$ cat config.mk
export PLATFORM = sky130hd
export DESIGN_NAME = rx_frame_classifier_arp_responder
export DESIGN_NICKNAME = d
export VERILOG_FILES = /design/src/hw/rtl/rfc_pkg.sv /design/src/hw/rtl/rx_frame_classifier_arp_responder.sv /design/src/hw/rtl/rfc_front.sv /design/src/hw/rtl/rfc_queue.sv /design/src/hw/rtl/rfc_back.sv
export SDC_FILE = /design/constraint.sdc
export NUM_CORES = 1
export LEC_CHECK = 0
export BUFFER_PORTS_ARGS = -buffer_cell sky130_fd_sc_hd__buf_2
export CAP_MARGIN = 20
export CORE_MARGIN = 2
export CORE_UTILIZATION = 50
export CTS_CLUSTER_SIZE = 8
export DETAILED_ROUTE_END_ITERATION = 12
export PLACE_DENSITY = 0.67
export SYNTH_ARGS = -nofsm -noshare
export SYNTH_HDL_FRONTEND = slang
export SYNTH_SLANG_ARGS = --single-unit
$ cat constraint.sdc
create_clock -name clk -period 7.7 [get_ports clk]
set_input_delay 0.77 -clock clk [delete_from_list [all_inputs] [get_ports clk]]
set_output_delay 0.77 -clock clk [all_outputs]
set_load 0.005 [all_outputs]
$ cat src/hw/rtl/rfc_pkg.sv
// rfc_pkg: shared types, constants and reply byte function for the frame classifier
// used by rfc_front, rfc_queue, rfc_back and rx_frame_classifier_arp_responder
// no dependencies
`default_nettype none

package rfc_pkg;

    localparam logic [15:0] TYPE_ARP  = 16'h0806;
    localparam logic [15:0] TYPE_IPV4 = 16'h0800;
    localparam logic [7:0]  PROTO_UDP = 8'h11;
    localparam logic [15:0] ARP_OP_REQUEST = 16'h0001;

    localparam logic [5:0] REPLY_LEN = 6'h2A;
    localparam logic [5:0] PORT_OFS  = 6'h24;
    localparam logic [5:0] PROTO_OFS = 6'h14;

    localparam logic [2:0] V_STORAGE_UDP  = 3'd0;
    localparam logic [2:0] V_ARP_ANSWERED = 3'd1;
    localparam logic [2:0] V_ARP_IGNORED  = 3'd2;
    localparam logic [2:0] V_IPV4_OTHER   = 3'd3;
    localparam logic [2:0] V_UDP_OTHER    = 3'd4;
    localparam logic [2:0] V_TYPE_OTHER   = 3'd5;
    localparam logic [2:0] V_SHORT        = 3'd6;

    localparam logic [1:0] CFG_STATION_MAC  = 2'd0;
    localparam logic [1:0] CFG_STATION_IP   = 2'd1;
    localparam logic [1:0] CFG_STORAGE_PORT = 2'd2;

    localparam logic [31:0] STATION_IP_RESET   = 32'hC0A8010A;
    localparam logic [15:0] STORAGE_PORT_RESET = 16'hBDBD;

    localparam int QUEUE_DEPTH = 2;
    localparam int QUEUE_AW    = 1;

    localparam logic [7:0] ARP_FIXED [10] = '{
        8'h08, 8'h06, 8'h00, 8'h01, 8'h08, 8'h00, 8'h06, 8'h04, 8'h00, 8'h02
    };

    typedef struct packed {
        logic [2:0]  verdict;
        logic        answer;
        logic [47:0] requester_mac;
        logic [31:0] requester_ip;
        logic [31:0] asked_ip;
    } rfc_job_t;

    typedef struct packed {
        logic push;
        logic pop;
        logic full;
        logic empty;
    } rfc_queue_status_t;

    function automatic logic [7:0] mac_byte(input logic [47:0] mac, input logic [2:0] i);
        logic [2:0] sel;
        sel = 3'd5 - i;
        return mac[{sel, 3'b000} +: 8];
    endfunction

    function automatic logic [7:0] ip_byte(input logic [31:0] ip, input logic [1:0] i);
        logic [1:0] sel;
        sel = 2'd3 - i;
        return ip[{sel, 3'b000} +: 8];
    endfunction

    function automatic logic [7:0] reply_at(
        input logic [5:0]  idx,
        input logic [47:0] station_mac,
        input rfc_job_t    job
    );
        logic [7:0] b;
        b = 8'h00;
        case (idx) inside
            [6'd0:6'd5]:   b = mac_byte(job.requester_mac, idx[2:0]);
            [6'd6:6'd11]:  b = mac_byte(station_mac, 3'(idx - 6'd6));
            [6'd12:6'd21]: b = ARP_FIXED[4'(idx - 6'd12)];
            [6'd22:6'd27]: b = mac_byte(station_mac, 3'(idx - 6'd22));
            [6'd28:6'd31]: b = ip_byte(job.asked_ip, 2'(idx - 6'd28));
            [6'd32:6'd37]: b = mac_byte(job.requester_mac, 3'(idx - 6'd32));
            [6'd38:6'd41]: b = ip_byte(job.requester_ip, 2'(idx - 6'd38));
            default:       b = 8'h00;
        endcase
        return b;
    endfunction

endpackage

`default_nettype wire

$ cat src/hw/rtl/rx_frame_classifier_arp_responder.sv
// rx_frame_classifier_arp_responder: receive frame classifier with arp reply offload
// depends on rfc_pkg, rfc_front, rfc_queue, rfc_back
//
//   channel   signals                                      direction
//   frame     frame_valid frame_ready frame_byte frame_last  in
//   result    result_valid result_ready out_kind verdict
//             reply_byte run_last                            out
//   cfg       cfg_valid cfg_ready cfg_index cfg_data         in
//
// one frame byte per cycle while the two-entry job queue is not full
// each frame gives one verdict transaction, an answered request 42 more, one per ready cycle
// the output register takes a new transaction in the cycle the previous one is taken
// reset clears the capture state, the queue and the output register; registers take defaults
// a stalled result side backs up into the queue and then holds frame_ready low
`default_nettype none

module rx_frame_classifier_arp_responder (
    input  wire logic        clk,
    input  wire logic        rst_n,
    input  wire logic        frame_valid,
    output logic             frame_ready,
    input  wire logic [7:0]  frame_byte,
    input  wire logic        frame_last,
    output logic             result_valid,
    input  wire logic        result_ready,
    output logic             out_kind,
    output logic [2:0]       verdict,
    output logic [7:0]       reply_byte,
    output logic             run_last,
    input  wire logic        cfg_valid,
    output logic             cfg_ready,
    input  wire logic [1:0]  cfg_index,
    input  wire logic [47:0] cfg_data
);

    logic [47:0] station_mac_reg;
    logic [31:0] station_ip_reg;
    logic [15:0] storage_port_reg;

    rfc_pkg::rfc_job_t          push_job;
    rfc_pkg::rfc_job_t          head_job;
    rfc_pkg::rfc_queue_status_t q_status;
    logic                       job_push;
    logic                       head_pop;
    logic                       frame_accept;

    assign cfg_ready    = 1'b1;
    assign frame_ready  = !q_status.full;
    assign frame_accept = frame_valid && frame_ready;

    always_ff @(posedge clk or negedge rst_n)
    begin
        if (!rst_n)
        begin
            station_mac_reg  <= '0;
            station_ip_reg   <= rfc_pkg::STATION_IP_RESET;
            storage_port_reg <= rfc_pkg::STORAGE_PORT_RESET;
        end
        else if (cfg_valid && cfg_ready)
        begin
            unique case (cfg_index)
                rfc_pkg::CFG_STATION_MAC:  station_mac_reg  <= cfg_data;
                rfc_pkg::CFG_STATION_IP:   station_ip_reg   <= cfg_data[31:0];
                rfc_pkg::CFG_STORAGE_PORT: storage_port_reg <= cfg_data[15:0];
                default:                   station_mac_reg  <= station_mac_reg;
            endcase
        end
    end

    rfc_front u_front (
        .clk          (clk),
        .rst_n        (rst_n),
        .accept       (frame_accept),
        .frame_byte   (frame_byte),
        .frame_last   (frame_last),
        .station_ip   (station_ip_reg),
        .storage_port (storage_port_reg),
        .job          (push_job),
        .job_push     (job_push)
    );

    rfc_queue u_queue (
        .clk      (clk),
        .rst_n    (rst_n),
        .push     (job_push),
        .push_job (push_job),
        .pop      (head_pop),
        .head_job (head_job),
        .status   (q_status)
    );

    rfc_back u_back (
        .clk          (clk),
        .rst_n        (rst_n),
        .head_job     (head_job),
        .head_valid   (!q_status.empty),
        .head_pop     (head_pop),
        .station_mac  (station_mac_reg),
        .result_valid (result_valid),
        .result_ready (result_ready),
        .out_kind     (out_kind),
        .verdict      (verdict),
        .reply_byte   (reply_byte),
        .run_last     (run_last)
    );

    // a verdict transaction closes its frame unless a reply follows
    a_verdict_last: assert property (@(posedge clk) disable iff (!rst_n)
        result_valid && !out_kind |-> run_last == (verdict != rfc_pkg::V_ARP_ANSWERED))
        else $error("verdict transaction run_last mismatch");

    // reply bytes only follow an answered request
    a_reply_verdict: assert property (@(posedge clk) disable iff (!rst_n)
        result_valid && out_kind |-> verdict == rfc_pkg::V_ARP_ANSWERED)
        else $error("reply byte with wrong verdict");

    // the front never pushes a job while the queue is full
    a_no_overflow: assert property (@(posedge clk) disable iff (!rst_n)
        job_push |-> q_status.push)
        else $error("job lost at full queue");

    // every pop loads a transaction into the output register, so result_valid is set after it
    a_pop_moves: assert property (@(posedge clk) disable iff (!rst_n)
        q_status.pop |=> result_valid)
        else $error("pop without result transaction");

endmodule

`default_nettype wire

$ cat src/hw/rtl/rfc_front.sv
// rfc_front: byte capture of header fields and end-of-frame classification
// depends on rfc_pkg; pushes one rfc_job_t per frame into rfc_queue
`default_nettype none

module rfc_front (
    input  wire logic           clk,
    input  wire logic           rst_n,
    input  wire logic           accept,
    input  wire logic [7:0]     frame_byte,
    input  wire logic           frame_last,
    input  wire logic [31:0]    station_ip,
    input  wire logic [15:0]    storage_port,
    output rfc_pkg::rfc_job_t   job,
    output logic                job_push
);

    logic [5:0]  pos_reg;
    logic [15:0] type_reg;
    logic [7:0]  proto_reg;
    logic [15:0] port_reg;
    logic [15:0] op_reg;
    logic [47:0] rmac_reg;
    logic [31:0] rip_reg;
    logic [31:0] aip_reg;

    logic [5:0]  pos_next;
    logic [15:0] type_next;
    logic [7:0]  proto_next;
    logic [15:0] port_next;
    logic [15:0] op_next;
    logic [47:0] rmac_next;
    logic [31:0] rip_next;
    logic [31:0] aip_next;

    logic [2:0]  verdict;
    logic        answer;

    // fields including the byte on the bus
    always_comb
    begin
        type_next  = type_reg;
        proto_next = proto_reg;
        port_next  = port_reg;
        op_next    = op_reg;
        rmac_next  = rmac_reg;
        rip_next   = rip_reg;
        aip_next   = aip_reg;
        if (pos_reg == 6'd12 || pos_reg == 6'd13)
        begin
            type_next = {type_reg[7:0], frame_byte};
        end
        if (pos_reg == rfc_pkg::PROTO_OFS + 6'd3)
        begin
            proto_next = frame_byte;
        end
        if (pos_reg == rfc_pkg::PORT_OFS || pos_reg == rfc_pkg::PORT_OFS + 6'd1)
        begin
            port_next = {port_reg[7:0], frame_byte};
        end
        if (pos_reg == 6'd20 || pos_reg == 6'd21)
        begin
            op_next = {op_reg[7:0], frame_byte};
        end
        if (pos_reg >= 6'd22 && pos_reg <= 6'd27)
        begin
            rmac_next = {rmac_reg[39:0], frame_byte};
        end
        if (pos_reg >= 6'd28 && pos_reg <= 6'd31)
        begin
            rip_next = {rip_reg[23:0], frame_byte};
        end
        if (pos_reg >= 6'd38 && pos_reg <= 6'd41)
        begin
            aip_next = {aip_reg[23:0], frame_byte};
        end
    end

    assign pos_next = (pos_reg == 6'd63) ? pos_reg : pos_reg + 6'd1;

    // frame length is pos_reg + 1 up to 64 bytes, where pos_reg saturates at 63
    always_comb
    begin
        answer  = 1'b0;
        verdict = rfc_pkg::V_TYPE_OTHER;
        if (pos_reg < 6'd13)
        begin
            verdict = rfc_pkg::V_SHORT;
        end
        else if (type_next == rfc_pkg::TYPE_ARP)
        begin
            if (pos_reg < 6'd41)
            begin
                verdict = rfc_pkg::V_SHORT;
            end
            else if (op_next == rfc_pkg::ARP_OP_REQUEST && aip_next == station_ip)
            begin
                verdict = rfc_pkg::V_ARP_ANSWERED;
                answer  = 1'b1;
            end
            else
            begin
                verdict = rfc_pkg::V_ARP_IGNORED;
            end
        end
        else if (type_next == rfc_pkg::TYPE_IPV4)
        begin
            if (pos_reg < 6'd23)
            begin
                verdict = rfc_pkg::V_SHORT;
            end
            else if (proto_next != rfc_pkg::PROTO_UDP)
            begin
                verdict = rfc_pkg::V_IPV4_OTHER;
            end
            else if (pos_reg < 6'd37)
            begin
                verdict = rfc_pkg::V_SHORT;
            end
            else if (port_next == storage_port)
            begin
                verdict = rfc_pkg::V_STORAGE_UDP;
            end
            else
            begin
                verdict = rfc_pkg::V_UDP_OTHER;
            end
        end
    end

    assign job.verdict       = verdict;
    assign job.answer        = answer;
    assign job.requester_mac = rmac_next;
    assign job.requester_ip  = rip_next;
    assign job.asked_ip      = aip_next;
    assign job_push          = accept && frame_last;

    always_ff @(posedge clk or negedge rst_n)
    begin
        if (!rst_n)
        begin
            pos_reg   <= '0;
            type_reg  <= '0;
            proto_reg <= '0;
            port_reg  <= '0;
            op_reg    <= '0;
            rmac_reg  <= '0;
            rip_reg   <= '0;
            aip_reg   <= '0;
        end
        else if (accept)
        begin
            if (frame_last)
            begin
                pos_reg   <= '0;
                type_reg  <= '0;
                proto_reg <= '0;
                port_reg  <= '0;
                op_reg    <= '0;
                rmac_reg  <= '0;
                rip_reg   <= '0;
                aip_reg   <= '0;
            end
            else
            begin
                pos_reg   <= pos_next;
                type_reg  <= type_next;
                proto_reg <= proto_next;
                port_reg  <= port_next;
                op_reg    <= op_next;
                rmac_reg  <= rmac_next;
                rip_reg   <= rip_next;
                aip_reg   <= aip_next;
            end
        end
    end

endmodule

`default_nettype wire

$ cat src/hw/rtl/rfc_queue.sv
// rfc_queue: two-entry job queue between classifier front and reply back end
// depends on rfc_pkg
`default_nettype none

module rfc_queue (
    input  wire logic                clk,
    input  wire logic                rst_n,
    input  wire logic                push,
    input  wire rfc_pkg::rfc_job_t   push_job,
    input  wire logic                pop,
    output rfc_pkg::rfc_job_t        head_job,
    output rfc_pkg::rfc_queue_status_t status
);

    rfc_pkg::rfc_job_t             entry_reg [rfc_pkg::QUEUE_DEPTH];
    logic [rfc_pkg::QUEUE_AW-1:0]  wr_ptr_reg;
    logic [rfc_pkg::QUEUE_AW-1:0]  rd_ptr_reg;
    logic [rfc_pkg::QUEUE_AW:0]    count_reg;
    logic                          do_push;
    logic                          do_pop;

    assign status.full  = (count_reg == (rfc_pkg::QUEUE_AW + 1)'(rfc_pkg::QUEUE_DEPTH));
    assign status.empty = (count_reg == '0);
    assign do_push      = push && !status.full;
    assign do_pop       = pop && !status.empty;
    assign status.push  = do_push;
    assign status.pop   = do_pop;
    assign head_job     = entry_reg[rd_ptr_reg];

    always_ff @(posedge clk)
    begin
        if (do_push)
        begin
            entry_reg[wr_ptr_reg] <= push_job;
        end
    end

    always_ff @(posedge clk or negedge rst_n)
    begin
        if (!rst_n)
        begin
            wr_ptr_reg <= '0;
            rd_ptr_reg <= '0;
            count_reg  <= '0;
        end
        else
        begin
            if (do_push)
            begin
                wr_ptr_reg <= wr_ptr_reg + 1'b1;
            end
            if (do_pop)
            begin
                rd_ptr_reg <= rd_ptr_reg + 1'b1;
            end
            if (do_push && !do_pop)
            begin
                count_reg <= count_reg + 1'b1;
            end
            else if (do_pop && !do_push)
            begin
                count_reg <= count_reg - 1'b1;
            end
        end
    end

endmodule

`default_nettype wire

$ cat src/hw/rtl/rfc_back.sv
// rfc_back: emits the verdict item and, for answered requests, the arp reply bytes
// depends on rfc_pkg; reads jobs from rfc_queue head
`default_nettype none

module rfc_back (
    input  wire logic           clk,
    input  wire logic           rst_n,
    input  wire rfc_pkg::rfc_job_t head_job,
    input  wire logic           head_valid,
    output logic                head_pop,
    input  wire logic [47:0]    station_mac,
    output logic                result_valid,
    input  wire logic           result_ready,
    output logic                out_kind,
    output logic [2:0]          verdict,
    output logic [7:0]          reply_byte,
    output logic                run_last
);

    logic       valid_reg;
    logic [5:0] step_reg;
    logic       kind_reg;
    logic [2:0] verdict_reg;
    logic [7:0] byte_reg;
    logic       last_reg;
    logic       load;
    logic       item_last;
    logic [5:0] reply_idx;

    assign load      = head_valid && (!valid_reg || result_ready);
    assign reply_idx = step_reg - 6'd1;
    assign item_last = (step_reg == 6'd0) ? !head_job.answer : (step_reg == rfc_pkg::REPLY_LEN);
    assign head_pop  = load && item_last;

    assign result_valid = valid_reg;
    assign out_kind     = kind_reg;
    assign verdict      = verdict_reg;
    assign reply_byte   = byte_reg;
    assign run_last     = last_reg;

    always_ff @(posedge clk)
    begin
        if (load)
        begin
            last_reg <= item_last;
            if (step_reg == 6'd0)
            begin
                kind_reg    <= 1'b0;
                verdict_reg <= head_job.verdict;
                byte_reg    <= 8'h00;
            end
            else
            begin
                kind_reg    <= 1'b1;
                verdict_reg <= rfc_pkg::V_ARP_ANSWERED;
                byte_reg    <= rfc_pkg::reply_at(reply_idx, station_mac, head_job);
            end
        end
    end

    always_ff @(posedge clk or negedge rst_n)
    begin
        if (!rst_n)
        begin
            valid_reg <= 1'b0;
            step_reg  <= '0;
        end
        else
        begin
            if (load)
            begin
                valid_reg <= 1'b1;
                step_reg  <= item_last ? 6'd0 : step_reg + 6'd1;
            end
            else if (result_ready)
            begin
                valid_reg <= 1'b0;
            end
        end
    end

endmodule

`default_nettype wire

==> results.json <==
{
  "grt_first_pass_wirelength_mm": 97.2,
  "cts_buffers": 75,
  "postLayoutCoreUtil": 0.571,
  "synth_warnings": 0,
  "floorplan.rows": 80,
  "min-delay-path-class": "in2async",
  "placeableCoreArea_um2": 47900,
  "largest_family_of_logic_cells_by_synthesized_area": "multiplexers",
  "synth_mux_area_frac": 0.158,
  "critical_path.most_common_cell": "sky130_fd_sc_hd__ha_1",
  "wl_per_cell_um": 24.9,
  "worstSkewPairLatency_ps": 600,
  "run_status": "finished clean",
  "drt-met1-wl_mm": 28.4,
  "ctsLongestPathBuffers": 3,
  "path_clk_slew_ps": 60,
  "route.vias.total": 15700,
  "relSlewSlack": 0.269,
  "cellLeakagePower_nw": 10.7,
  "antenna_cells": 0,
  "synth.top_cells.by_count": "sky130_fd_sc_hd__dfrtp_1, sky130_fd_sc_hd__edfxtp_1, sky130_fd_sc_hd__mux2_2",
  "global_route.usage.total": 0.254,
  "seq_area_frac_synth": 0.592,
  "clock_sinks": 526,
  "timing.critical_path.arrival_ps": 5150,
  "clock_skew_ps": 15.5,
  "timing.critical_path.depth": 11,
  "fp.dieArea_um2": 50500,
  "synth_compound_area_frac": 0.124,
  "synth_edf_count": 245,
  "post_synth_xor_area_fraction": 0.0183,
  "post_synthesis_net_count": 1887,
  "largest_register_ff_count": 232,
  "simple_gate_area_share_of_the_yosys_netlist": 0.0719,
  "fin_tns_setup_ps": 0,
  "first_global_vias": 15800,
  "htree_num_levels": 3,
  "post_cts_setup_buffers": 0,
  "drt-pass1-iter-count": 6,
  "port_buffers": 78,
  "synth_largest_area_cell": "sky130_fd_sc_hd__edfxtp_1",
  "timing.reg2reg.setup_slack_ps": 2960,
  "worst-path-max-fanout": 33,
  "areaGrowthSynthToFinish_pct": 12.4,
  "timing.final.hold_violations": 0,
  "power_per_cell_area_nw_per_um2": 347,
  "worst_setup_path_start_kind": "flop",
  "final_period_minus_worst_setup_slack_ps": 4740,
  "worst-slew-pin-transition_ps": 1090,
  "rsz0062_at_grt": "false",
  "gp_congestion": 0.933,
  "globalRoute.totalOverflow": 0,
  "netlist_area_um2": 24300,
  "critical_path_buf_inv_count": 2,
  "drv.max_cap_violation_count": 0,
  "topRoutingLayerUsed": "met4",
  "post_cts.resized_instances": 0,
  "detail_route.vias_per_cell": 6.21,
  "dr.first_iter.drc_count": 1469,
  "path_cells": "inv_2 > ha_1 > ha_1 > inv_1 > ha_1 > nor2b_1 > a22oi_1 > o22a_1 > a221oi_2 > nor3_1 > o32ai_1",
  "root_buffer": "sky130_fd_sc_hd__clkbuf_16",
  "design_area_um2": 27400,
  "dpl.hpwl_mm": 40.8,
  "yosys_most_used_dff": "sky130_fd_sc_hd__dfrtp_1",
  "postRouteWirelength_mm": 63.1,
  "synth.ff_latch_count": 526,
  "synth_fa_ha_area_frac": 0.00668,
  "drive_above_1_share": 0.258,
  "placement.cell_area_um2": 25200,
  "initial_utilization": 0.508,
  "synth_unique_cells": 95,
  "die_h_um": 225,
  "netlist_instances": 1810,
  "worst_path_largest_cell_delay_ps": 750,
  "async_flop_share": 0.534,
  "ios": 80,
  "tritoncts_clock_tree": "yes",
  "detailed_routed_wire_length_on_met3_mm": 3.87,
  "crit_start": "u_back.step_reg[0]",
  "wl_met2_mm": 29.1,
  "cts_hold_buffers": 0,
  "yosysTopAreaCellShare": 0.302,
  "post-route-period-util": 0.615,
  "synthesis.area_per_instance_um2": 13.5,
  "timing_max_transition_violations_final": 0,
  "antenna_left": 0,
  "critPathTopFamily": "adder cells",
  "timing_worst_setup_path_type": "reg2reg",
  "required_ps": 8110,
  "finalSetupViolCount": 0,
  "timing.critical_path.slowest_stage_cell": "sky130_fd_sc_hd__dfrtp_4",
  "drt_drc_violations_left": 0,
  "clock.fmax_mhz": 211,
  "final.hold.worst_slack_ps": 235,
  "yosys.cell_count.top_type": "sky130_fd_sc_hd__dfrtp_1",
  "worstRegToRegCells": 11,
  "r2r_start": "u_back.step_reg[0]",
  "total_number_of_nets_in_the_final_design": 1943,
  "vdd_drop_max_v": 0.000231,
  "die_w_um": 225,
  "cp-end-kind": "flop",
  "grt_max_degree": 127,
  "netlist_top_cells_area": "sky130_fd_sc_hd__edfxtp_1, sky130_fd_sc_hd__dfrtp_1, sky130_fd_sc_hd__mux2_2, sky130_fd_sc_hd__mux4_2, sky130_fd_sc_hd__a22o_1",
  "antenna_found_initial": 0
}
metrics by stage:
stage / setup WS [ps] / power (W) / std cells
4_1_cts: 3020 / 0.00954 / 2531
5_1_grt: 2580 / 0.00992 / 2533
3_3_place_gp: 3210 / 0.00648 / 2402
3_5_place_dp: 3050 / 0.00651 / 2402
6_report: 2960 / 0.00949 / 2533
2_1_floorplan: 914 / 0.00559 / 1810
layer usage:
metal	global-route usage	vias up
li1	-	7043
met1	0.372	8047
met2	0.388	537
met3	0.0462	105
met4	0.0803	0
met5	0	-
report_power, final:
part           switching (W)  internal, W  leakage (nW)
clock                0.00119      0.00182          1.01
sequential          0.000334      0.00334          5.97
combinational        0.00170      0.00112          3.68
total                0.00322      0.00627          10.7
cell type report:
cell class                 instances  area (um^2)
tap                              615          769
sequential                       526        14400
inverter                          42          158
fill                            3800        20600
clock buffer                     124         2060
multi-input combinational       1119         9290
clock inverter                     5         70.1
timing repair buffer             102          606
worst paths after layout:
check / endpoint
worst min register to register: u_front.port_reg[10]
max in group asynchronous: u_queue.rd_ptr_reg
worst min-delay path: station_mac_reg[23]
min in group clk: station_mac_reg[38]
worst max register to register: u_back.reply_byte[3]
worst max-delay path: u_back.reply_byte[3]
logic make-up after synthesis:
kind of cell               count (synthesis)
xor gates and xnor gates                  48
DFF                                      526
and+or+nand+nor                          351
other                                      1
buffers and inverters                    165
AOI/OAI and AO/OA                        425
muxes                                    281
adders and majority gates                 13
cells in the final DEF, fill, tap and decap left out, types with 8 or more instances in the layout:
| master | netlist | final |
|---|---|---|
| sky130_fd_sc_hd__a21oi_1 | 42 | 42 |
| sky130_fd_sc_hd__a22o_1 | 97 | 97 |
| sky130_fd_sc_hd__a22oi_1 | 64 | 64 |
| sky130_fd_sc_hd__and3_1 | 13 | 12 |
| sky130_fd_sc_hd__buf_2 | 29 | 77 |
| sky130_fd_sc_hd__buf_4 | 8 | 22 |
| sky130_fd_sc_hd__clkbuf_1 | 79 | 49 |
| sky130_fd_sc_hd__clkbuf_16 | 0 | 75 |
| sky130_fd_sc_hd__dfrtp_1 | 261 | 259 |
| sky130_fd_sc_hd__dfstp_2 | 20 | 20 |
| sky130_fd_sc_hd__edfxtp_1 | 245 | 245 |
| sky130_fd_sc_hd__ha_1 | 13 | 13 |
| sky130_fd_sc_hd__inv_1 | 40 | 40 |
| sky130_fd_sc_hd__mux2_2 | 188 | 188 |
| sky130_fd_sc_hd__mux2i_1 | 29 | 29 |
| sky130_fd_sc_hd__mux4_2 | 64 | 64 |
| sky130_fd_sc_hd__nand2_1 | 142 | 141 |
| sky130_fd_sc_hd__nand2b_1 | 10 | 10 |
| sky130_fd_sc_hd__nand3_1 | 26 | 25 |
| sky130_fd_sc_hd__nand4_1 | 8 | 8 |
| sky130_fd_sc_hd__nor2_1 | 57 | 55 |
| sky130_fd_sc_hd__nor3_1 | 18 | 18 |
| sky130_fd_sc_hd__nor4_1 | 17 | 17 |
| sky130_fd_sc_hd__o211ai_1 | 9 | 9 |
| sky130_fd_sc_hd__o21ai_0 | 121 | 121 |
| sky130_fd_sc_hd__o22ai_1 | 14 | 14 |
| sky130_fd_sc_hd__or3_1 | 10 | 10 |
| sky130_fd_sc_hd__xnor2_1 | 27 | 27 |
| sky130_fd_sc_hd__xor2_1 | 19 | 19 |
Power figures use the tool's default switching activity.
